## src/sv/vsr_pkg.sv

```systemverilog
package vsr_pkg;

    // Counting limit for vertices folded into the statistics
    localparam int MAX_VERTICES = 1024;

    // Field widths
    localparam int COORD_W  = 32;
    localparam int SCALE_W  = 16;
    localparam int PROD_W   = COORD_W + SCALE_W;
    localparam int SQ_W     = 2 * COORD_W;
    localparam int RADIUS_W = 32;
    localparam int TOTAL_W  = 11;
    localparam int CNT_W    = $clog2(MAX_VERTICES + 1);
    localparam int SUM_W    = RADIUS_W + $clog2(MAX_VERTICES);

    // Stream word layout
    localparam int IN_DATA_W   = 3 * COORD_W;
    localparam int OUT_FIELD_W = 3 * COORD_W + 2 * RADIUS_W + TOTAL_W + 1;
    localparam int OUT_DATA_W  = ((OUT_FIELD_W + 7) / 8) * 8;
    localparam int OUT_PAD_W   = OUT_DATA_W - OUT_FIELD_W;

    // Configuration register indexes
    localparam int CFG_IDX_W = 2;
    localparam logic [CFG_IDX_W-1:0] CFG_SCALE_X = 2'd0;
    localparam logic [CFG_IDX_W-1:0] CFG_SCALE_Y = 2'd1;
    localparam logic [CFG_IDX_W-1:0] CFG_SCALE_Z = 2'd2;

    localparam logic signed [SCALE_W-1:0] SCALE_ONE = 16'sd256;

    // Input action and result kind codes
    localparam logic ACT_VERTEX   = 1'b0;
    localparam logic ACT_FINISH   = 1'b1;
    localparam logic KIND_VERTEX  = 1'b0;
    localparam logic KIND_SUMMARY = 1'b1;

    typedef struct packed {
        logic                       kind;
        logic signed [COORD_W-1:0]  scaled_x;
        logic signed [COORD_W-1:0]  scaled_y;
        logic signed [COORD_W-1:0]  scaled_z;
        logic        [RADIUS_W-1:0] rad_max;
        logic        [RADIUS_W-1:0] rad_mean;
        logic        [TOTAL_W-1:0]  vertex_total;
        logic                       overflow;
    } t_result;

endpackage

```

## src/sv/vsr_lane.sv

```systemverilog
// One axis lane: scale by Q8.8, floor, saturate, then square the magnitude.
// Free-running three-stage pipe; inputs are held stable by the caller.
module vsr_lane (
    input  logic                                 i_clk,
    input  logic signed [vsr_pkg::COORD_W-1:0]   i_coord,
    input  logic signed [vsr_pkg::SCALE_W-1:0]   i_scale,
    output logic signed [vsr_pkg::COORD_W-1:0]   o_scaled,
    output logic        [vsr_pkg::SQ_W-1:0]      o_square
);

    logic signed [vsr_pkg::PROD_W-1:0]  r_prod;
    logic signed [vsr_pkg::COORD_W-1:0] r_scaled;
    logic        [vsr_pkg::COORD_W-1:0] r_mag;
    logic        [vsr_pkg::SQ_W-1:0]    r_sq;
    logic signed [vsr_pkg::COORD_W-1:0] n_scaled;
    logic        [vsr_pkg::COORD_W-1:0] n_mag;

    // Floor shift by 8 is the upper product bits; saturate when they do not fit
    always_comb begin
        if (r_prod[vsr_pkg::PROD_W-1:vsr_pkg::COORD_W+7]
                == {(vsr_pkg::PROD_W-vsr_pkg::COORD_W-7){r_prod[vsr_pkg::PROD_W-1]}}) begin
            n_scaled = r_prod[vsr_pkg::COORD_W+7:8];
        end else if (r_prod[vsr_pkg::PROD_W-1]) begin
            n_scaled = {1'b1, {(vsr_pkg::COORD_W-1){1'b0}}};
        end else begin
            n_scaled = {1'b0, {(vsr_pkg::COORD_W-1){1'b1}}};
        end
        // the most negative value negates to itself, which is its magnitude
        n_mag = n_scaled[vsr_pkg::COORD_W-1] ? (~n_scaled + 1'b1) : n_scaled;
    end

    always_ff @(posedge i_clk) begin
        r_prod   <= i_coord * i_scale;
        r_scaled <= n_scaled;
        r_mag    <= n_mag;
        r_sq     <= r_mag * r_mag;
    end

    assign o_scaled = r_scaled;
    assign o_square = r_sq;

endmodule

```

## config.mk

```make
export PLATFORM = sky130hd
export DESIGN_NAME = vsr_lane
export DESIGN_NICKNAME = d
export VERILOG_FILES = /design/src/sv/vsr_pkg.sv /design/src/sv/vsr_lane.sv
export SDC_FILE = /design/constraint.sdc
export NUM_CORES = 2
export LEC_CHECK = 0
export BUFFER_PORTS_ARGS = -buffer_cell sky130_fd_sc_hd__buf_2
export CAP_MARGIN = 5
export CELL_PAD_IN_SITES_DETAIL_PLACEMENT = 1
export CELL_PAD_IN_SITES_GLOBAL_PLACEMENT = 1
export CORE_MARGIN = 4
export CORE_UTILIZATION = 35
export DETAILED_ROUTE_END_ITERATION = 8
export GPL_TIMING_DRIVEN = 0
export PLACE_DENSITY_LB_ADDON = 0.1
export SETUP_SLACK_MARGIN = 0.1
export SLEW_MARGIN = 0
export SYNTH_ARGS = -nofsm -noshare
export SYNTH_HDL_FRONTEND = slang
export SYNTH_SLANG_ARGS = --single-unit
```

## constraint.sdc

```tcl
create_clock -name i_clk -period 7.05 [get_ports i_clk]
set_input_delay 0.705 -clock i_clk [delete_from_list [all_inputs] [get_ports i_clk]]
set_output_delay 0.705 -clock i_clk [all_outputs]
set_load 0.05 [all_outputs]
```

Word-level counts from Yosys, hierarchy flattened
Cells that the tools add are included.
{"block": "op_classes", "add_sub_neg": 1, "multipliers": 2, "eq_ne": 1, "mux": 3, "bitwise_logic": 1}
{"operator": "$mul 32x32->64", "count": 1}
{"operator": "$mux 32", "count": 2}
{"operator": "$mul 32x16->48", "count": 1}
{"operator": "$add 32x1->32 const B", "count": 1}
{"operator": "$not 32->32", "count": 1}
{"operator": "$mux 31", "count": 1}
{"operator": "$eq 8x8->1", "count": 1}
{"block": "word_totals", "regBits": 176, "input_bits": 49, "out_inout_bits": 96, "word_cells": 13}

Logic depth before layout (Yosys ltp)
{"block": "logic_depth", "word_depth": 5, "ltp_mapped": 30, "ltp_nobuf": 27}

Worst setup path after synthesis
Ideal clock, no wire load.
{"block": "synth_path", "kind": "register to register", "startpoint": "register r_mag[5] (netlist name)", "endpoint": "register r_sq, in the netlist o_square[58]", "setup_time_ns": 0.118, "t_arrival_ns": 7.316, "required_ns": 6.932, "slack_ns": -0.384, "path_stages_with_launch": 28, "path_buffers": 3, "synth_period_minus_slack_ns": 7.434, "cell_sequence": "dfxtp_1 > clkbuf_1 > clkbuf_1 > nand2_1 > fa_1 > inv_1 > fa_1 > fa_1 > inv_1 > fa_1 > inv_1 > fa_1 > inv_1 > fa_1 > inv_1 > fa_1 > fa_1 > ha_1 > clkbuf_1 > a21oi_1 > o21ai_0 > a221oi_1 > o21ai_0 > o31ai_1 > o31ai_2 > a21oi_1 > o21ai_1 > xnor2_1"}
{"block": "synth_between", "elab_chain_cells": 1}
{"element": "start, declared", "line": "vsr_lane.sv:13", "source": "logic [vsr_pkg::COORD_W-1:0] r_mag;"}
{"element": "start signal, assigned", "line": "vsr_lane.sv:35", "source": "r_mag <= n_mag;"}
{"element": "$mul 32x32->64", "line": "vsr_lane.sv:36", "source": "r_sq <= r_mag * r_mag;"}
{"element": "end signal, assigned", "line": "vsr_lane.sv:36"}
{"element": "end, declared", "line": "vsr_lane.sv:14", "source": "logic [vsr_pkg::SQ_W-1:0] r_sq;"}
Every way passes these cells.
A chain may end at the register's enable or synchronous reset.

Worst setup path after layout
{"block": "layout_path", "startpoint": "register r_mag[25] (netlist name)", "endpoint": "register r_sq, in the netlist o_square[57]"}
The elaborated chain is that of the path after synthesis.

==> results by group <==
Hold path
  • Min-delay worst type: reg -> reg
  • Hold path endpoint: o_scaled[29]
  • Hold wc startpoint: r_prod[37]
  • Hold path depth: 2

Setup path
  • Worst path most repeated cell: fa_1
  • Worst setup SP type: flip-flop
  • Largest stage delay, worst path: 0.56 ns
  • Worst setup EP type: flip-flop
  • Worst EP arrival: slightly above 8 ns
  • Setup Crit Path Kind: reg -> reg
  • R2R cell count: 28
  • Worst Path Buf+Inv: 9
  • Crit Path Max Fanout: 7
  • Slowest-stage cell, CP: fa_1
  • Worst path top cell family by delay: adder cells
  • CP required: 7.45 ns
  • RR Startpoint: r_mag[25]
  • R2r endpoint: o_square[57]
  • Worst reg2reg setup slack: -0.81 ns

Global routing
  • GRT busiest layer: met2
  • Initial antenna violation count: 13
  • Met2 GRT Util: 44.1%
  • Met3 Use GR: 3.75%
  • Vias in the first global route: about 44000
  • First-pass GRT wire length: 296000 um
  • Largest net degree at the start of global routing: 21
  • Overall Global Routing Usage: 26.5%
  • Met1 Resource Use GR: 35.2%
  • Grt total ovfl: 0

Logic synthesis
  • Seq cells post-synth: 166
  • Post-synth ARST share: 0%
  • Area contributors post-synth: fa_1 50%, inv_1 11%, ha_1 10%
  • Ys flop type: dfxtp_1
  • Post-Syn Nets: 7328
  • Post-synth EDFFs: 0
  • Cell variety after synth: 73
  • Share of the synthesized area in the top cell type: 49.6%
  • Synthesized area: 51600 um2
  • Cell taking the most area after synthesis: fa_1
  • Synth Area per Inst: 9.23 um2
  • Register area share after synthesis: under 10%
  • Gate Count Post-Synth: between 5000 and 6000
  • Ys Warns: 0

Cells and area
  • Area grow syn2layout: 18.4%
  • Final Cell Area: 61000 um2
  • NumNets Final: 7703
  • FILL cells: around 17000
  • Proportion of layout cells with a drive suffix above 1: 15.7%

STA
  • Worst slew pin tran: 1.08 ns
  • RSZ-0062 raised after global routing: yes
  • Final period utilization: 112%
  • Worst rel slew slack: 27.0%
  • Clock period minus worst slack: 7.86 ns
  • Setup violations, final: 38
  • Fin. Hold Viols: 0
  • Clock Skews: 0.0261 ns
  • Fmax: 127 MHz
  • Slew Viols, Final: 0
  • Setup WS post-layout: -0.811 ns

Placement
  • Dpl hpwl: 164000 um
  • Global placement routability congestion: ~0.92
  • PortBufs: 143
  • Placed Area: 54900 um2

Floorplanning
  • IO Count: 145
  • Die X: 392 um
  • Die area: 154000 um2
  • Core area: between 100000 and 150000 um2
  • Initial core utilization: 35.3%
  • Die Height: ~400 um
  • Row count: 140

Detailed routing
  • Initial DRT Pass Iterations: 7
  • Via count: 39000
  • DR vias/cell: approximately 4.9
  • Drt wl/cell: 25.3 um
  • Drt drc: 0
  • DRT iter0 DRCs: between 2000 and 2500
  • Final wirelength: about 200000 um
  • DRT antenna net count: 0

CTS
  • Root Driver: clkbuf_16
  • CTS tree: done
  • Worst-Skew Late Latency: around 0.52 ns
  • CTS buffer count: 17
  • Max Root-Sink Buffers: 2
  • CTS sink cnt: 166
  • Clock Pin Slew Worst Setup and Hold Paths: around 0.080 ns
  • H-tree Lvls: 4
  • Hold Buf Count CTS: 0

Run status
  • Status: complete, but fails checks
  • Failing checks: negative setup slack

Flow run
  • Number of max-cap violations: 0
[logic make-up after synthesis]
logic type / synth area share [%]
AOI/OAI and AO/OA: 5.38
DFF: 6.44
xor gates and xnor gates: 2.80
muxes: 0.180
other: 0.00727
and+or+nand+nor: 13.1
buffers and inverters: 12.5
adders and majority gates: 59.6
[state kept, by name, indices dropped and copies added (netlist names)]
register	count
o_square	63
r_prod	40
o_scaled	32
r_mag	31
[Yosys cell counts (5+ instances only)]
master,count
or2_2,9
nor3_1,23
a21boi_0,5
a31oi_1,24
dfxtp_1,166
o21ai_0,85
inv_1,1483
and3_1,7
and2_1,393
o31ai_1,8
o21ai_1,10
o21a_1,13
fa_1,1277
nor4_1,5
a21o_1,66
mux2i_1,7
nor2b_1,14
o211ai_1,5
nand2_1,690
a31o_2,14
nand4_1,34
a21oi_1,129
a211oi_1,8
xor2_1,65
clkbuf_1,225
xnor2_1,100
nand3_1,31
o22ai_1,6
nor2_1,145
o21bai_1,15
nand2b_1,40
ha_1,413
[final cells by class]
cell class | count | area (um2) | area share, %
Tap cell | 1917 | 2400 | 3.93
Buffer | 227 | 2770 | 4.54
Multi-Input combinational cell | 3706 | 43500 | 71.3
Clock inverter | 15 | 199 | 0.326
Sequential cell | 166 | 3420 | 5.61
Antenna cell | 5 | 12.5 | 0.0205
Clock buffer | 17 | 425 | 0.697
Inverter | 1483 | 5610 | 9.19
Timing Repair Buffer | 363 | 2710 | 4.43
[cells in the final DEF, fill, tap and decap left out, types with 18 or more instances in the layout]
| master | instances |
|---|---|
| nand2_2 | 28 |
| ha_1 | 389 |
| nand2_1 | 649 |
| clkbuf_8 | 39 |
| nand3_1 | 25 |
| dfxtp_4 | 27 |
| a31oi_1 | 18 |
| and2_4 | 23 |
| buf_4 | 174 |
| ha_4 | 18 |
| clkbuf_2 | 31 |
| o21ai_0 | 69 |
| xnor2_1 | 86 |
| clkbuf_4 | 21 |
| clkbuf_1 | 54 |
| buf_2 | 145 |
| inv_1 | 1441 |
| fa_1 | 1231 |
| a21o_1 | 66 |
| and2_1 | 367 |
| clkbuf_16 | 78 |
| nand2b_1 | 40 |
| dfxtp_1 | 139 |
| buf_6 | 39 |
| xor2_1 | 59 |
| nor2_1 | 126 |
| a21oi_1 | 106 |
| nor3_1 | 18 |
| inv_2 | 31 |
| fa_2 | 46 |
| nand4_1 | 34 |
[stage by stage]
stage                     util [%]  hold slack (ns)  TNS, ns  instances  setup WS, ns
after floorplan                  -            0.392        0       5589        0.0951
after global placement        37.6            0.527  -117.11       7649         -2.98
after detailed placement      37.6            0.531  -120.79       7649         -3.01
after CTS                     41.0            0.550   -15.64       7838        -0.841
after global routing          41.8            0.580   -24.48       7897        -0.991
final                         41.8            0.550   -17.82       7899        -0.811
[how the worst max path moves through the flow]
stage	end	from	cells past startpoint	slack [ns]
2_1_floorplan	o_square[58]	r_mag[19]	27	0.1
3_3_place_gp	o_square[62]	o_scaled[0]	24	-2.98
3_5_place_dp	o_square[62]	o_scaled[0]	24	-3.01
4_1_cts	o_square[61]	r_mag[18]	29	-0.84
5_1_grt	o_square[56]	r_mag[2]	25	-0.99
6_report	o_square[57]	r_mag[25]	28	-0.81
[tightest hold or removal path, stage by stage (launching register included)]
cell     delay, ns
dfxtp_1       0.37
nand2_1       0.08
nand2_1       0.05
[metal layers]
layer	wire length (um)	vias to the layer above	part of all wire, %
met3	11700	314	5.9
met5	32	-	0.016
met1	84900	20500	43
met2	93800	1119	47
li1	-	17100	-
met4	9100	4	4.6
[timing repair]
| item | 4_1_cts | 5_1_grt |
|---|---|---|
| gates cloned | 3 | 1 |
| resized for setup | 732 | 180 |
| pin swaps | 133 | 100 |
| setup endpoints to repair | 74 | 54 |
| setup buffers | 156 | 62 |
Power is left out: the tool's default activity adds up to more than one toggle a clock period on the data nets, which glitch-free logic cannot reach.
