`src/sv/vsr_pkg.sv`:
```
package vsr_pkg;

    // Counting limit for vertices folded into the statistics
    localparam int MAX_VERTICES = 1024;

    // Field widths
    localparam int COORD_W  = 32;
    localparam int SCALE_W  = 16;
    localparam int PROD_W   = COORD_W + SCALE_W;
    localparam int SQ_W     = 2 * COORD_W;
    localparam int RADIUS_W = 32;
    localparam int TOTAL_W  = 11;
    localparam int CNT_W    = $clog2(MAX_VERTICES + 1);
    localparam int SUM_W    = RADIUS_W + $clog2(MAX_VERTICES);

    // Stream word layout
    localparam int IN_DATA_W   = 3 * COORD_W;
    localparam int OUT_FIELD_W = 3 * COORD_W + 2 * RADIUS_W + TOTAL_W + 1;
    localparam int OUT_DATA_W  = ((OUT_FIELD_W + 7) / 8) * 8;
    localparam int OUT_PAD_W   = OUT_DATA_W - OUT_FIELD_W;

    // Configuration register indexes
    localparam int CFG_IDX_W = 2;
    localparam logic [CFG_IDX_W-1:0] CFG_SCALE_X = 2'd0;
    localparam logic [CFG_IDX_W-1:0] CFG_SCALE_Y = 2'd1;
    localparam logic [CFG_IDX_W-1:0] CFG_SCALE_Z = 2'd2;

    localparam logic signed [SCALE_W-1:0] SCALE_ONE = 16'sd256;

    // Input action and result kind codes
    localparam logic ACT_VERTEX   = 1'b0;
    localparam logic ACT_FINISH   = 1'b1;
    localparam logic KIND_VERTEX  = 1'b0;
    localparam logic KIND_SUMMARY = 1'b1;

    typedef struct packed {
        logic                       kind;
        logic signed [COORD_W-1:0]  scaled_x;
        logic signed [COORD_W-1:0]  scaled_y;
        logic signed [COORD_W-1:0]  scaled_z;
        logic        [RADIUS_W-1:0] rad_max;
        logic        [RADIUS_W-1:0] rad_mean;
        logic        [TOTAL_W-1:0]  vertex_total;
        logic                       overflow;
    } t_result;

endpackage

```
`src/sv/vsr_div.sv`:
```
// Restoring divider for the average radius, one quotient bit per cycle.
module vsr_div (
    input  logic                            i_clk,
    input  logic                            i_rst_n,
    input  logic                            i_start,
    input  logic [vsr_pkg::SUM_W-1:0]       i_dividend,
    input  logic [vsr_pkg::CNT_W-1:0]       i_divisor,
    output logic                            o_done,
    output logic [vsr_pkg::SUM_W-1:0]       o_quotient
);

    localparam int STEP_W = $clog2(vsr_pkg::SUM_W);

    logic                            r_busy;
    logic                            r_done;
    logic [STEP_W-1:0]               r_step;
    logic [vsr_pkg::SUM_W-1:0]       r_quo;
    logic [vsr_pkg::CNT_W-1:0]       r_rem;
    logic [vsr_pkg::CNT_W-1:0]       r_den;
    logic [vsr_pkg::CNT_W:0]         n_shift;

    assign n_shift = {r_rem, r_quo[vsr_pkg::SUM_W-1]};

    always_ff @(posedge i_clk) begin
        if (!i_rst_n) begin
            r_busy <= 1'b0;
            r_done <= 1'b0;
            r_step <= '0;
        end else begin
            // done pulses after the last step
            r_done <= !i_start && r_busy && (r_step == '0);
            if (i_start) begin
                r_busy <= 1'b1;
                r_step <= STEP_W'(vsr_pkg::SUM_W - 1);
                r_quo  <= i_dividend;
                r_rem  <= '0;
                r_den  <= i_divisor;
            end else if (r_busy) begin
                // dividend bits shift out on top, quotient bits shift in below
                if (n_shift >= {1'b0, r_den}) begin
                    r_rem <= vsr_pkg::CNT_W'(n_shift - {1'b0, r_den});
                    r_quo <= {r_quo[vsr_pkg::SUM_W-2:0], 1'b1};
                end else begin
                    r_rem <= vsr_pkg::CNT_W'(n_shift);
                    r_quo <= {r_quo[vsr_pkg::SUM_W-2:0], 1'b0};
                end
                if (r_step == '0) begin
                    r_busy <= 1'b0;
                end else begin
                    r_step <= r_step - 1'b1;
                end
            end
        end
    end

    assign o_done     = r_done;
    assign o_quotient = r_quo;

endmodule
```
`config.mk`:
```
export PLATFORM = sky130hd
export DESIGN_NAME = vsr_div
export DESIGN_NICKNAME = d
export VERILOG_FILES = /design/src/sv/vsr_pkg.sv /design/src/sv/vsr_div.sv
export SDC_FILE = /design/constraint.sdc
export NUM_CORES = 1
export LEC_CHECK = 0
export ABC_AREA = 1
export BUFFER_PORTS_ARGS = -buffer_cell sky130_fd_sc_hd__buf_2
export CORE_ASPECT_RATIO = 1.1
export CORE_MARGIN = 2
export CORE_UTILIZATION = 30
export CTS_CLUSTER_SIZE = 10
export DETAILED_ROUTE_END_ITERATION = 7
export GPL_ROUTABILITY_DRIVEN = 0
export SLEW_MARGIN = 5
export SYNTH_ARGS = -nofsm -noshare
export SYNTH_HDL_FRONTEND = slang
export SYNTH_SLANG_ARGS = --single-unit
```
`constraint.sdc`:
```
create_clock -name i_clk -period 5.2 [get_ports i_clk]
set_clock_uncertainty 0.15 [all_clocks]
set_input_delay 0.78 -clock i_clk [delete_from_list [all_inputs] [get_ports i_clk]]
set_output_delay 0.78 -clock i_clk [all_outputs]
set_load 0.1 [all_outputs]
```
Word level (Yosys, flattened, before mapping) --
Index checks and enable logic that the tools add are counted.
Storage, ports and cells: flip-flop bits (word level) 72, input port bits 56, output and inout port bits 43, word-level logic and storage cells 34
Operators by class: $add $sub $neg 2, magnitude comparators 1, equality and inequality tests 1, mux-type cells 11, bitwise operators 2, reductions and logical operators 10
Operators by type and width (count):
- 42-bit two-way mux | 2
- 11-bit two-way mux | 2
- 6-bit two-way mux | 3
- 12-bit by 11-bit >= comparator with 1-bit output | 1
- 11-bit subtractor | 1
- 2-bit AND reduction | 4
- 6-bit logical NOT | 1
- 6-bit by 1-bit subtractor with 6-bit output (second input constant) | 1
- 1-bit two-way mux | 4
- 1-bit logical AND | 2
- 2-bit != test (second input constant) | 1
- 1-bit NOT | 2
- 2-bit nonzero test | 1
- 2-bit OR reduction | 1
- 1-bit logical NOT | 1

Logic depth before layout (Yosys ltp) --
word-level depth 4, gate-level depth with buffers 12, depth with buffers taken out 12

Worst setup path before layout --
No wires, ideal clock.
path type in2reg, start point in i_start, end point reg r_quo (netlist bit o_quotient[0]), enable pin, library setup time 482 ps, data arrival time 3600 ps, data required time 4568 ps, slack 969 ps, cell stages on the path 3, buffers on the path 1, cells stage by stage inv_1 > buf_2 > a21oi_1
On the way: word-level cells in the longest chain between the ends 2
RTL lines:
- from (decl) | line vsr_div.sv:5 | input logic i_start,
- 2-bit nonzero test (no source line)
- 2-bit AND reduction (no source line)
- to (signal assigned) | line vsr_div.sv:35 | r_quo <= i_dividend;
- to (signal assigned) | line vsr_div.sv:42 | r_quo <= {r_quo[vsr_pkg::SUM_W-2:0], 1'b1};
- to (signal assigned) | line vsr_div.sv:45 | r_quo <= {r_quo[vsr_pkg::SUM_W-2:0], 1'b0};
- to (decl) | line vsr_div.sv:17 | logic [vsr_pkg::SUM_W-1:0] r_quo;
Every way passes these cells. A chain may end at the register's enable or synchronous reset.

Final worst setup path --
start point reg r_rem[6] in the netlist's numbering, end point reg r_rem[2] in the netlist's numbering, data pin
On the way: word-level cells in the longest chain between the ends 3
RTL lines:
- from (decl) | line vsr_div.sv:18 | logic [vsr_pkg::CNT_W-1:0] r_rem;
- from (signal assigned) | line vsr_div.sv:41 | r_rem <= vsr_pkg::CNT_W'(n_shift - {1'b0, r_den});
- from (signal assigned) | line vsr_div.sv:44 | r_rem <= vsr_pkg::CNT_W'(n_shift);
- 12-bit by 11-bit >= comparator with 1-bit output | line vsr_div.sv:40 | if (n_shift >= {1'b0, r_den}) begin
- 11-bit two-way mux | line vsr_div.sv:40
- 11-bit two-way mux | line vsr_div.sv:38 | end else if (r_busy) begin
Every way passes these cells. The select of a mux whose other input is x is not followed.

==> flow_metrics.env <==
export IMPL_worst_r2r_path_depth=9
export IMPL_power_frac_seq_pct=38.3
export IMPL_fin_crit_sh_pct=49.3
export IMPL_postCtsSetupBuffers=0
export IMPL_netSwitchingFraction_pct=31.9
export IMPL_layout_drive_gt1_share_pct=23.3
export IMPL_cp_start_kind="flop"
export IMPL_rr_endpoint="r_rem[2]$_SDFFCE_PP0P_"
export IMPL_global_route_wire_length_before_repair_mm=14.8
export IMPL_setup_viol=0
export IMPL_areaGrowthSynthToFinish_pct=25.7
export IMPL_via_count=3242
export IMPL_post_cts_hold_buffer_count=0
export IMPL_groute_usage_overall_pct=13.8
export IMPL_die_area_mm2=0.0137
export IMPL_layout_area_seq_mm2=0.00208
export IMPL_avgSynthCellArea_um2=8.42
export IMPL_routed_wl_mm=9.05
export IMPL_holdPathEnd="r_step[2]$_SDFFE_PP0P_"
export IMPL_hold_viol_final=0
export IMPL_net_count_of_the_mapped_netlist=524
export IMPL_synth_cells=455
export IMPL_worst_hold_path_type="flop to flop"
export IMPL_cts_tree="yes"
export IMPL_die_height_um=123
export IMPL_holdPathStages=2
export IMPL_timing_final_crit_period_ns=2.56
export IMPL_post_drt_via_cell_ratio=4.54
export IMPL_worst_case_register_to_register_setup_slack_ns=2.64
export IMPL_ys_warnings_count=0
export IMPL_grt_ovfl_total=0
export IMPL_synth_top_cell_area_share_pct=50.2
export IMPL_max_slew_margin_rel_pct=41.6
export IMPL_timing_critical_path_fanout_max=11
export IMPL_hp_start="r_step[2]$_SDFFE_PP0P_"
export IMPL_finalSetupTns_ns=0
export IMPL_std_cell_rows=43
export IMPL_multi_input_area_mm2=0.00145
export IMPL_power_per_cell_area_mw_per_mm2=385
export IMPL_worst_setup_path_end_kind="flop"
export IMPL_initial_core_util_pct=30.6
export IMPL_number_of_global_route_vias_before_repair=3138
export IMPL_design_portCount=99
export IMPL_netSwitchingPower_uw=592
export IMPL_whs_ns=0.334
export IMPL_mostFrequentLayoutCell="nand2_1"
export IMPL_hpwl_mm=6.60
export IMPL_cp_data_required_time_ns=5.14
export IMPL_mappedNetlistArea_mm2=0.00383
export IMPL_clock_tree_htree_level_count=3
export IMPL_lkg_pwr_nw=2.40
export IMPL_fp_coreArea_mm2=0.0125
export IMPL_tritoncts_num_buffers=9
export IMPL_layout_filler_cells=1279
export IMPL_cts_root_buffer="clkbuf_16"
export IMPL_cts_sink_count=72
export IMPL_final_cell_mix="nand2_1, buf_2, edfxtp_1"
export IMPL_ys_seq_area_share_pct=54.3
export IMPL_portBuffers=98
export IMPL_number_of_flip_flops_and_latches_in_the_synthesized_netlist=72
export IMPL_synth_unique_cells=28
export IMPL_clk_insertion_delay_late_ns=0.34
export IMPL_post_cts_resize_count=0
export IMPL_timing_max_transition_violations_final=0
export IMPL_clk_pin_slew_ns=0.06
export IMPL_die_width_um=112
export IMPL_detail_route_wl_per_cell_um=12.7
export IMPL_synth_largest_area_cell="edfxtp_1"
export IMPL_worst_ep_arrival_time_ns=2.50
export IMPL_maxCapViolCount=0
export IMPL_result_of_the_run="completed"
export IMPL_ir_drop_mv=0.325
export IMPL_initialDrtViolationCount=140
export IMPL_drt_pass1_iterations=5
export IMPL_cell_internal_pwr_mw=1.26
export IMPL_largest_net_degree_at_the_start_of_global_routing=57
export IMPL_max_clock_path_buffers=2
export IMPL_ant_nets=0
export IMPL_drcViolationCount=0
export IMPL_final_nets=621
export IMPL_diodes=0
export IMPL_antenna_found_initial=0
export IMPL_timing_worst_slew_pin_value_ns=0.876
export IMPL_kind_of_critical_path="flop to flop"
export IMPL_synthTopCellsByArea="edfxtp_1, nand2_1, inv_1, dfxtp_1, ha_1"
export IMPL_rsz0062_at_grt="false"
export IMPL_clock_power_share_pct=38.3
export IMPL_maxClockFrequency_mhz=390
export IMPL_r2r_start="r_rem[6]$_SDFFCE_PP0P_"
export IMPL_comb_power_share_pct=23.4
export IMPL_postLayoutCoreUtil_pct=38.4
[metal layers]
metal / global-route usage (%) / wire (um) / part of all wire, %
met2: 21.7 / 4160 / 46
met1: 17.3 / 4220 / 47
met5: 0 / 0 / 0
met4: 5.17 / 82 / 0.91
met3: 5.14 / 590 / 6.5
[cell usage after synthesis]
library cell	instances
a21oi_1	9
fa_1	1
nand2_1	200
buf_1	1
a31oi_1	1
inv_1	60
nor2_2	4
buf_2	2
nand4_1	17
xnor2_1	1
buf_6	2
nand2_2	1
o21ai_0	1
dfxtp_1	8
nor2_1	33
xor2_1	2
nand4_2	1
inv_2	1
o21ai_2	1
nand3_1	15
nand3_2	4
o211ai_1	2
buf_4	2
nor3_4	1
nor4_1	1
edfxtp_1	64
clkbuf_1	8
ha_1	12
[how the worst max path moves through the flow]
stage                                     endpoint  slack, ns                    from  cells past startpoint
after floorplan            o_quotient[0]$_DFFE_PP_       0.97                 i_start                      3
after global placement    o_quotient[25]$_DFFE_PP_       2.52                 i_start                      4
after detailed placement   o_quotient[7]$_DFFE_PP_       2.49                 i_start                      4
after CTS                   r_rem[2]$_SDFFCE_PP0P_       2.64  r_rem[6]$_SDFFCE_PP0P_                      9
after global routing        r_rem[3]$_SDFFCE_PP0P_       2.37  r_rem[6]$_SDFFCE_PP0P_                      9
final                       r_rem[2]$_SDFFCE_PP0P_       2.64  r_rem[6]$_SDFFCE_PP0P_                      9
[state kept, by name, summed over array words and instances, names as in the netlist]
name and cells:
o_quotient 42, r_den 11, r_busy 1, r_rem 11
r_step 6, o_done 1
[worst max-delay path: stages (launching register included)]
cell and delay (ns):
edfxtp_1 0.42, ha_1 0.38, nand2_1 0.15, inv_1 0.06, nand2_1 0.06, nand2_1 0.07
a21oi_1 0.69, nand4_1 0.17, nand2_1 0.12, nor2_1 0.04
[cells by family after synthesis]
kind of cell	share of synthesized area [%]
and+or+nand+nor	30.3
AOI/OAI and AO/OA	2.09
adders and majority gates	4.44
xor gates and xnor gates	0.686
DFF	54.3
buffers and inverters	8.10
[stage by stage]
step,std cells,instance area [um2],setup slack [ns],power (mW)
6_report,714,4810,2.64,1.85
5_1_grt,714,4810,2.37,1.95
4_1_cts,714,4810,2.64,1.88
3_5_place_dp,698,4470,2.49,1.15
3_3_place_gp,698,4470,2.52,1.15
2_1_floorplan,455,3830,0.969,1.06
[layout make-up]
type / count / share of cell area, %
flip-flops and latches: 72 / 43.2
multi-input cells: 307 / 30.1
repair buffers: 101 / 10.7
clock buffers: 10 / 4.76
inverters: 61 / 4.76
well taps: 157 / 4.08
clock inverters: 6 / 2.39
[power by group through the flow]
stage                     clock network [mW]  logic (mW)  registers (mW)
after global placement                     0       0.429           0.720
after CTS                              0.731       0.436           0.710
final                                  0.710       0.435           0.709
after floorplan                            0       0.190           0.874
after global routing                   0.754       0.478           0.714
after detailed placement                   0       0.434           0.720
(Power assumes the default switching activity.)
