--- src/sv/vsr_pkg.sv ---
package vsr_pkg;

    // Counting limit for vertices folded into the statistics
    localparam int MAX_VERTICES = 1024;

    // Field widths
    localparam int COORD_W  = 32;
    localparam int SCALE_W  = 16;
    localparam int PROD_W   = COORD_W + SCALE_W;
    localparam int SQ_W     = 2 * COORD_W;
    localparam int RADIUS_W = 32;
    localparam int TOTAL_W  = 11;
    localparam int CNT_W    = $clog2(MAX_VERTICES + 1);
    localparam int SUM_W    = RADIUS_W + $clog2(MAX_VERTICES);

    // Stream word layout
    localparam int IN_DATA_W   = 3 * COORD_W;
    localparam int OUT_FIELD_W = 3 * COORD_W + 2 * RADIUS_W + TOTAL_W + 1;
    localparam int OUT_DATA_W  = ((OUT_FIELD_W + 7) / 8) * 8;
    localparam int OUT_PAD_W   = OUT_DATA_W - OUT_FIELD_W;

    // Configuration register indexes
    localparam int CFG_IDX_W = 2;
    localparam logic [CFG_IDX_W-1:0] CFG_SCALE_X = 2'd0;
    localparam logic [CFG_IDX_W-1:0] CFG_SCALE_Y = 2'd1;
    localparam logic [CFG_IDX_W-1:0] CFG_SCALE_Z = 2'd2;

    localparam logic signed [SCALE_W-1:0] SCALE_ONE = 16'sd256;

    // Input action and result kind codes
    localparam logic ACT_VERTEX   = 1'b0;
    localparam logic ACT_FINISH   = 1'b1;
    localparam logic KIND_VERTEX  = 1'b0;
    localparam logic KIND_SUMMARY = 1'b1;

    typedef struct packed {
        logic                       kind;
        logic signed [COORD_W-1:0]  scaled_x;
        logic signed [COORD_W-1:0]  scaled_y;
        logic signed [COORD_W-1:0]  scaled_z;
        logic        [RADIUS_W-1:0] rad_max;
        logic        [RADIUS_W-1:0] rad_mean;
        logic        [TOTAL_W-1:0]  vertex_total;
        logic                       overflow;
    } t_result;

endpackage

--- src/sv/vsr_sqrt.sv ---
// Floor square root, one result bit per cycle (restoring digit recurrence).
module vsr_sqrt (
    input  logic                            i_clk,
    input  logic                            i_rst_n,
    input  logic                            i_start,
    input  logic [vsr_pkg::SQ_W-1:0]        i_radicand,
    output logic                            o_done,
    output logic [vsr_pkg::RADIUS_W-1:0]    o_root
);

    localparam int STEP_W = $clog2(vsr_pkg::RADIUS_W);
    localparam int REM_W  = vsr_pkg::RADIUS_W + 2;

    logic                            r_busy;
    logic                            r_done;
    logic [STEP_W-1:0]               r_step;
    logic [vsr_pkg::SQ_W-1:0]        r_rad;
    logic [REM_W-1:0]                r_rem;
    logic [vsr_pkg::RADIUS_W-1:0]    r_root;
    logic [REM_W+1:0]                n_shift;
    logic [REM_W+1:0]                n_trial;

    // bring down the next two radicand bits and try root*4+1
    always_comb begin
        n_shift = {r_rem, r_rad[vsr_pkg::SQ_W-1:vsr_pkg::SQ_W-2]};
        n_trial = {2'b00, r_root, 2'b01};
    end

    always_ff @(posedge i_clk) begin
        if (!i_rst_n) begin
            r_busy <= 1'b0;
            r_done <= 1'b0;
            r_step <= '0;
        end else begin
            // done pulses after the last step
            r_done <= !i_start && r_busy && (r_step == '0);
            if (i_start) begin
                r_busy <= 1'b1;
                r_step <= STEP_W'(vsr_pkg::RADIUS_W - 1);
                r_rad  <= i_radicand;
                r_rem  <= '0;
                r_root <= '0;
            end else if (r_busy) begin
                r_rad <= {r_rad[vsr_pkg::SQ_W-3:0], 2'b00};
                if (n_shift >= n_trial) begin
                    r_rem  <= REM_W'(n_shift - n_trial);
                    r_root <= {r_root[vsr_pkg::RADIUS_W-2:0], 1'b1};
                end else begin
                    r_rem  <= REM_W'(n_shift);
                    r_root <= {r_root[vsr_pkg::RADIUS_W-2:0], 1'b0};
                end
                if (r_step == '0) begin
                    r_busy <= 1'b0;
                end else begin
                    r_step <= r_step - 1'b1;
                end
            end
        end
    end

    assign o_done = r_done;
    assign o_root = r_root;

endmodule

--- config.mk ---
export PLATFORM = sky130hd
export DESIGN_NAME = vsr_sqrt
export DESIGN_NICKNAME = d
export VERILOG_FILES = /design/src/sv/vsr_pkg.sv /design/src/sv/vsr_sqrt.sv
export SDC_FILE = /design/constraint.sdc
export NUM_CORES = 1
export LEC_CHECK = 0
export ABC_CLOCK_PERIOD_IN_PS = 8300
export BUFFER_PORTS_ARGS = -buffer_cell sky130_fd_sc_hd__buf_2
export CAP_MARGIN = 20
export CELL_PAD_IN_SITES_DETAIL_PLACEMENT = 0
export CELL_PAD_IN_SITES_GLOBAL_PLACEMENT = 1
export CORE_ASPECT_RATIO = 1.5
export CORE_MARGIN = 2
export CORE_UTILIZATION = 39
export DETAILED_ROUTE_END_ITERATION = 8
export HOLD_SLACK_MARGIN = 0.03
export PLACE_DENSITY_LB_ADDON = 0.15
export SLEW_MARGIN = 40
export SYNTH_ARGS = -nofsm -noshare
export SYNTH_HDL_FRONTEND = slang
export SYNTH_SLANG_ARGS = --single-unit
--- constraint.sdc ---
create_clock -name i_clk -period 8.3 [get_ports i_clk]
set_clock_uncertainty 0.2 [all_clocks]
set_input_delay 0.415 -clock i_clk [delete_from_list [all_inputs] [get_ports i_clk]]
set_output_delay 0.415 -clock i_clk [all_outputs]
set_load 0.02 [all_outputs]
=== Word-level counts from Yosys, hierarchy flattened ===
Index checks and enable logic that the tools add are counted.

* Muxes and demuxes: 12
* Reductions and logical operators: 7
* $lt $le $gt $ge: 1
* Shift-type cells: 0
* Divide/modulo/power cells: 0
* Eq/ne operators: 1
* $mul: 0
* $add $sub $neg: 2
* Bitwise gates (word level): 0

{| class="wikitable"
|+ Operators with widths
! kind !! number
|-
| 64-bit 2-to-1 mux || 2
|-
| 34-bit 2-to-1 mux || 2
|-
| 36-bit by 34-bit >= comparator with 1-bit output || 1
|-
| 34-bit subtractor || 1
|-
| 32-bit 2-to-1 mux || 1
|-
| 5-bit 2-to-1 mux || 3
|-
| 5-bit zero test || 1
|-
| 5-bit by 1-bit subtractor with 5-bit output, second input constant || 1
|-
| 1-bit 2-to-1 mux || 4
|-
| 2-bit AND reduction || 2
|-
| 1-bit logical AND || 2
|-
| 2-bit inequality test, second input constant || 1
|-
| 2-bit nonzero test || 1
|-
| 1-bit zero test || 1
|}

* Logic and storage cells: 29
* Bits in writable memories: 0
* Bits in read-only memories: 0
* Latch bits: 0
* Input bits: 67
* Output and inout bits: 33
* Register bits after elaboration: 137
* Memories: 0

=== Depth between registers and ports, before layout ===
Gate-level depths: netlist (run 1).

* Depth after elaboration: 4
* Depth in mapped cells: 13
* Mapped depth without buffers: 11

=== Least setup slack after synthesis (run 1) ===
Ideal clock, no wire load.

* Path kind: input-to-reg
* Start point: input i_start
* End point: register r_root (netlist bit o_root[0]), enable pin
* Data required time: 7.599 ns
* Path buffers: 2
* Library setup time: 0.501 ns
* Path slack: 3.760 ns
* Arrival: 3.839 ns
* Cell stages on the path: 3
* Cells stage by stage: clkbuf_1 clkbuf_1 o21a_1

* Cells in the longest elaborated chain, start to end: 2

{| class="wikitable"
|+ Ends and longest elaborated chain
! element !! RTL line !! RTL
|-
| from (decl) || vsr_sqrt.sv:5 || <nowiki>input logic i_start,</nowiki>
|-
| 2-bit nonzero test (no line) || -- ||
|-
| 2-bit AND reduction (no line) || -- ||
|-
| to (signal assigned) || vsr_sqrt.sv:47 || <nowiki>r_root <= {r_root[vsr_pkg::RADIUS_W-2:0], 1'b1};</nowiki>
|-
| to (signal assigned) || vsr_sqrt.sv:50 || <nowiki>r_root <= {r_root[vsr_pkg::RADIUS_W-2:0], 1'b0};</nowiki>
|-
| to (decl) || vsr_sqrt.sv:19 || <nowiki>logic [vsr_pkg::RADIUS_W-1:0] r_root;</nowiki>
|}

Every way passes these cells.
A chain may end at the register's enable or synchronous reset.

=== Worst setup path in the final report (run 1) ===
* Start point: register r_rem[5]
* End point: register r_rem[23] (data pin)

* Cells in the longest elaborated chain, start to end: 3
* Elaborated cells on any way between the ends: 4
* Classes of those cells: add/sub: 1; order compare: 1; mux: 2

{| class="wikitable"
|+ Ends and longest elaborated chain
! element !! RTL line !! RTL
|-
| from (decl) || vsr_sqrt.sv:18 || <nowiki>logic [REM_W-1:0] r_rem;</nowiki>
|-
| from (signal assigned) || vsr_sqrt.sv:46 || <nowiki>r_rem <= REM_W'(n_shift - n_trial);</nowiki>
|-
| from (signal assigned) || vsr_sqrt.sv:49 || <nowiki>r_rem <= REM_W'(n_shift);</nowiki>
|-
| 34-bit subtractor or 36-bit by 34-bit >= comparator with 1-bit output (tied branches) || vsr_sqrt.sv:46, vsr_sqrt.sv:45 ||
|-
| 34-bit 2-to-1 mux (*) || vsr_sqrt.sv:45 || <nowiki>if (n_shift >= n_trial) begin</nowiki>
|-
| 34-bit 2-to-1 mux (*) || vsr_sqrt.sv:43 || <nowiki>end else if (r_busy) begin</nowiki>
|}

Every way passes the cells marked *; elsewhere a longest branch is shown, timed or not. The select of a mux whose other input is x is not followed.

==> flow_summary.toml, run 1 <==
[grt]
grt_pass1_wl_mm = 28.0
grt-ovfl-total = 0
grt_pass1_vias = 5794
grt_max_degree = 75
gr-usage-all-layers_pct = 16.9
antenna_found_initial = 0

[synthesis]
syn_inst = 705
synthFlopType = "edfxtp_1"
netlist_area_um2 = 7740
syn_nets = 808
avgSynthCellArea_um2 = 11.0
ys_seq_area_share_pct = 52.3
synth_top_cell_by_area = "edfxtp_1"
yosys_warnings = 0
async_flop_share_pct = 0
synth.area.top_cells = "edfxtp_1 (50%), mux2_2 (9.0%), ha_1 (5.8%)"
synth_top_area_share_pct = 50.4
ys_types = 55
synth-edff-count = 130
synth_seq_cells = 137

[sta]
finalCriticalPeriod_ps = 3460
rsz0062_at_grt = "false"
slew_viol_final = 0
hold_viol_final = 0
timing.fmax_mhz = 289
slew_headroom_pct = 47.2
setup_viol = 0
worstMarginPinSlew_ps = 792
setup_tns_ps = 0
finalCritPeriodShare_pct = 41.7

[clock_tree]
clkSinkCount = 137
cts_tree = "yes"
hold_buffers = 0
clk_pin_slew_ps = 60
post_cts_buffers = 0
clockBufferDepth = 2
htreeDepth = 4
cts.repair.resized = 0
cts_inserted_buffers = 17
clkLatencyLatePin_ps = 420
root_buffer = "clkbuf_16"

[worst_setup_path]
critPathTopFamily = "compound AO/OA/AOI/OAI gates"
path_max_fanout = 19
reg2reg_from = "r_rem[5]"
startpoint_type = "flip-flop"
critPathLaunch = "r_rem[5]"
arrival_ps = 3440
critPathKind = "reg -> reg"
critPathMaxStageDelay_ps = 570
endpoint_kind = "flip-flop"
reg2reg_depth = 10
crit_required_ps = 8270
r2r_slack_ps = 4840
r2r-end = "r_rem[23]"
slowest_stage = "a21oi_4"
path_buf_inv = 1
crit_chain = "ha_1 > o21a_1 > o211ai_1 > a31o_1 > a311oi_4 > o21ai_2 > a21oi_4 > buf_16 > nor3b_1 > a21o_1"

[power_and_ir_drop]
p_sw_uw = 629
peakVddDrop_v = 0.000174
power_frac_comb_pct = 23.5
power_frac_clock_pct = 37.5
power_density_nw_per_um2 = 242
seq_power_share_pct = 39.0
p_int_uw = 1580
swShare_pct = 28.5
p_leak_uw = 0.00366

[floorplanning]
die_area_um2 = 21000
ioPinCount = 100
rows = 63
start_util_pct = 39.4
fp.coreArea_um2 = 19600
die_h_um = 177
die_w_um = 119

[min_path]
hp-class = "in -> reg"
hp-start = "i_radicand[0]"
hold_end = "r_rad[0]"
worst_hold_path.num_cells = 2

[detailed_routing]
ant_nets = 0
routedWlPerCell_um = 16.0
vias_per_cell = 5.15
drc = 0
num_vias = 5486
drt_iter0_markers = 263
totalWireLength_mm = 17.0
dr.pass1.iters = 5

[finish]
nets = 896
diodes = 0
drive_gt1_share_pct = 25.6
area_growth_pct = 18.0
fin_cells = 1066

[placement]
dp.cells = 1033
io_buffers = 99
dp_hpwl_mm = 12.2
gp_congestion = 0.840

[job]
drv_cap = 0

[outcome]
status = "finished clean"
## synth_stat cells (all sizes together), types with 3 or more instances
cell type	n
a31oi	4
nor4	3
nor2b	3
nand2b	8
xor2	9
mux2i	3
o21bai	3
o21ai	31
nand3	11
mux2	62
a21oi	66
clkbuf	16
a211oi	8
inv	53
a21o	13
and2	6
nor3	8
a311o	3
buf	18
ha	36
dfxtp	7
and3	6
o31ai	3
o211ai	6
o21a	14
nand2	66
nor2	56
nand4	10
nand3b	6
xnor2	17
edfxtp	130
## worst reg2reg max path: cells and delay by family, from the launching register on
kind                     cells  cell delay, ps
AO/OA/AOI/OAI                7            1840
buffers and inverters        1             230
AND/OR/NAND/NOR              1              80
adder cells (fa/ha/maj)      1             470
flip-flops                   1             400
## per-layer routing
layer / track usage (%) / part of all wire, %
met3: 4.33 / 3.8
met5: 0 / 0
met1: 18.3 / 40
met2: 30.9 / 54
met4: 7.19 / 2.3
## cell families (layout without fill, tap and decap cells)
family                     after synthesis  count (layout)  synth area share, %
AOI/OAI and AO/OA                      165             165                 13.7
buffers and inverters                   87             188                 4.61
adders and majority gates               36              36                 5.82
DFF                                    137             137                 52.3
xor gates and xnor gates                26              26                 2.94
muxes                                   65              65                 9.41
and+or+nand+nor                        189             189                 11.2
## per-stage QoR
| stage | total power [uW] | instance area [um^2] | util [%] | setup WS (ps) | hold WS, ps |
|---|---|---|---|---|---|
| floorplan | 1270 | 7740 | - | 3760 | 288 |
| global placement | 1390 | 8430 | 42.9 | 4540 | 326 |
| detailed placement | 1400 | 8460 | 43.1 | 4800 | 333 |
| CTS | 2240 | 9110 | 46.4 | 4780 | 55.5 |
| global route | 2330 | 9130 | 46.5 | 4620 | 60.7 |
| finish | 2210 | 9130 | 46.5 | 4840 | 78.3 |
## layout by cell type, fill, tap and decap left out, types with 9 or more instances in the layout
cell type,count
a21o_1,12
a21oi_1,65
buf_2,98
clkbuf_16,17
edfxtp_1,130
ha_1,36
inv_1,53
mux2_2,62
nand2_1,66
nand3_1,11
nand4_1,10
nor2_1,56
o21a_1,13
o21ai_0,26
xnor2_1,17
xor2_1,9
## worst max path at each step
stage	endpoint	cells past startpoint
finish	r_rem[23]	10
global route	r_rem[23]	11
CTS	r_rem[23]	11
detailed placement	r_rem[19]	11
global placement	r_rem[33]	10
floorplan	o_root[0]	3
## flip-flops by register name, summed over array words and instances (netlist names)
name and count:
r_busy 1, r_rad 64, o_done 1, o_root 32
r_step 5, r_rem 34
## final cells by class
type,count,area (um^2)
Timing Repair Buffer,103,568
Tap cell,260,325
Multi-Input combinational cell,481,3350
Clock inverter,10,164
Fill cell,1876,10500
Sequential cell,137,4040
Clock buffer,22,484
Inverter,53,199
## power by group through the flow
stage	clock network, uW	logic (uW)	registers, uW
after CTS	857	525	863
after global placement	0	511	875
after floorplan	0	384	885
final	830	520	862
after detailed placement	0	522	877
after global routing	880	582	868
No activity file was read; power rests on OpenSTA's default activity.
==> inputs of run 2 (changes only) <==
ABC_AREA = 1   (was default)
ABC_CLOCK_PERIOD_IN_PS = 3500   (was 8300)
clock period = 3.5 ns   (was 8.3 ns; I/O delays follow)
==> run 2 against run 1 <==
Effect of this change: global-route usage is 2.9 points higher; clock-buffer cell count fell by 2; non-clock buffer count grew 70; largest power group unchanged; highest routed layer unchanged.
==> flow_summary.toml, run 2 <==
[min_path]
worst_hold_path.num_cells = 3
hp-class = "in -> reg"
hold_end = "r_step[4]"
hp-start = "i_start"

[sta]
setup_viol = 0
finalCriticalPeriod_ps = 2800
rsz0062_at_grt = "false"
hold_viol_final = 0
timing.fmax_mhz = 358
worstMarginPinSlew_ps = 733
finalCritPeriodShare_pct = 79.9
slew_viol_final = 0
slew_headroom_pct = 51.2
setup_tns_ps = 0

[power_and_ir_drop]
p_leak_uw = 0.00541
peakVddDrop_v = 0.000347
power_density_nw_per_um2 = 487

[synthesis]
synth_top_cell_by_area = "edfxtp_1"
synth.area.top_cells = "edfxtp_1 (46%), nand2_1 (23%), inv_1 (7.5%)"
ys_top_cells_by_count = "nand2_1 (531), inv_1 (170), nor2_1 (133)"
ys_seq_area_share_pct = 47.6
synth_most_common_cell = "nand2_1"
avgSynthCellArea_um2 = 7.37
ys_types = 33
synth_top_area_share_pct = 46.0
synth_seq_cells = 137
syn_inst = 1152
synth-edff-count = 130
yosys_warnings = 0
async_flop_share_pct = 0
syn_nets = 1255
netlist_area_um2 = 8490
synthFlopType = "edfxtp_1"

[worst_setup_path]
startpoint_type = "flip-flop"
endpoint_kind = "flip-flop"
r2r-end = "r_rem[26]"
critPathKind = "reg -> reg"
crit_required_ps = 3490
critPathLaunch = "r_rem[23]"
reg2reg_depth = 13
r2r_slack_ps = 700
arrival_ps = 2780
path_max_fanout = 5
reg2reg_from = "r_rem[23]"

[grt]
antenna_found_initial = 0
grt_max_degree = 56
grt_pass1_wl_mm = 35.8
gr-usage-all-layers_pct = 19.8
grt_pass1_vias = 7328
grt-ovfl-total = 0

[clock_tree]
cts_inserted_buffers = 17
clk_pin_slew_ps = 60
clkSinkCount = 137
cts.repair.resized = 0
cts_tree = "yes"
clkLatencyLatePin_ps = 430
root_buffer = "clkbuf_16"
post_cts_buffers = 0
htreeDepth = 4
hold_buffers = 65
clockBufferDepth = 2

[detailed_routing]
drc = 0
wl_met3_um = 697
routedWlPerCell_um = 13.6
num_vias = 7281
totalWireLength_mm = 21.8
wl_met2_mm = 11.6
wl_met1_mm = 9.01
ant_nets = 0
vias_per_cell = 4.55
drt_iter0_markers = 260
dr.max_layer_used = "met4"
dr.pass1.iters = 4

[placement]
gp_congestion = 0.893
io_buffers = 99
dp_hpwl_mm = 15.7
dp.cells = 1504

[finish]
drive_gt1_share_pct = 11.4
nFillCells = 2234
layout_commonest_cell = "nand2_1"
final_util_pct = 48.8
area_growth_pct = 23.8
layout_common_cells = "nand2_1 (531), inv_1 (170), nor2_1 (133)"
nets = 1419
fin_cells = 1601
largest_register_ffs = 64
top_register = "r_rad"
diodes = 0

[floorplanning]
start_util_pct = 39.4
die_area_um2 = 23000
rows = 66
die_w_um = 125
die_h_um = 185
fp.coreArea_um2 = 21600
ioPinCount = 100

[job]
drv_cap = 0

[outcome]
status = "finished clean"
run 2: changes by cell type after synthesis, sizes merged, moves of 12 or more:
cell,change
o21ai,-28
a21o,-12
mux2,-62
o21a,-14
inv,+121
a21oi,-42
nor2,+81
nand2,+467
run 2: metal layers:
metal	track usage (%)	vias up
met5	0	-
met4	8.27	0
met3	3.69	31
met2	37.3	124
met1	21.7	3251
li1	-	3875
run 2: worst max-delay path by stage:
stage | slack (ps) | depth (start not counted) | to
after floorplan | 0.2 | 4 | o_root[0]
after global placement | 690 | 13 | r_rem[26]
after detailed placement | 700 | 13 | r_rem[26]
after CTS | 660 | 13 | r_rem[26]
after global routing | 480 | 13 | r_rem[26]
final | 700 | 13 | r_rem[26]
run 2: area by class of cell:
cell class	count	area [um^2]	share of cell area, %
multi-input cells	813	3670	35.0
flip-flops and latches	137	4040	38.5
clock buffers	20	437	4.15
well taps	272	340	3.24
repair buffers	173	1220	11.6
clock inverters	12	149	1.42
inverters	174	653	6.21
run 2: stage by stage:
step                      setup slack, ps  cell area [um^2]  hold WS, ps  total power [uW]
after floorplan                     0.208              8510          116              2930
after global placement                685              9280          227              3250
after detailed placement              700              9280          232              3260
after CTS                             661             10500         90.6              5190
after global routing                  480             10500          122              5430
final                                 705             10500         99.1              5120
run 2: kinds of logic after synthesis:
logic type               after synthesis  synth area share, %
AO/OA/AOI/OAI                         37                 2.46
XOR/XNOR                              18                 1.86
adder cells (fa/ha/maj)               36                 5.30
buffers and inverters                202                 9.26
flip-flops                           137                 47.6
AND/OR/NAND/NOR                      722                 33.5
run 2: power by group:
part           switching, uW  internal [uW]
Combinational            787            450
Clock                    738           1120
Sequential              54.9           1970
Total                   1580           3540
run 2: worst max-delay path: stages, from the launching register on:
cell      delay (ps)
edfxtp_1         420
ha_1             430
nand2_1          120
inv_1             90
nand2_1          140
nor3_1           420
and2_1           200
nand2_1          150
nand2_1          110
nand2_1           50
nand2_1           60
nand2_1           50
nand2_1           70
nor2_1            40
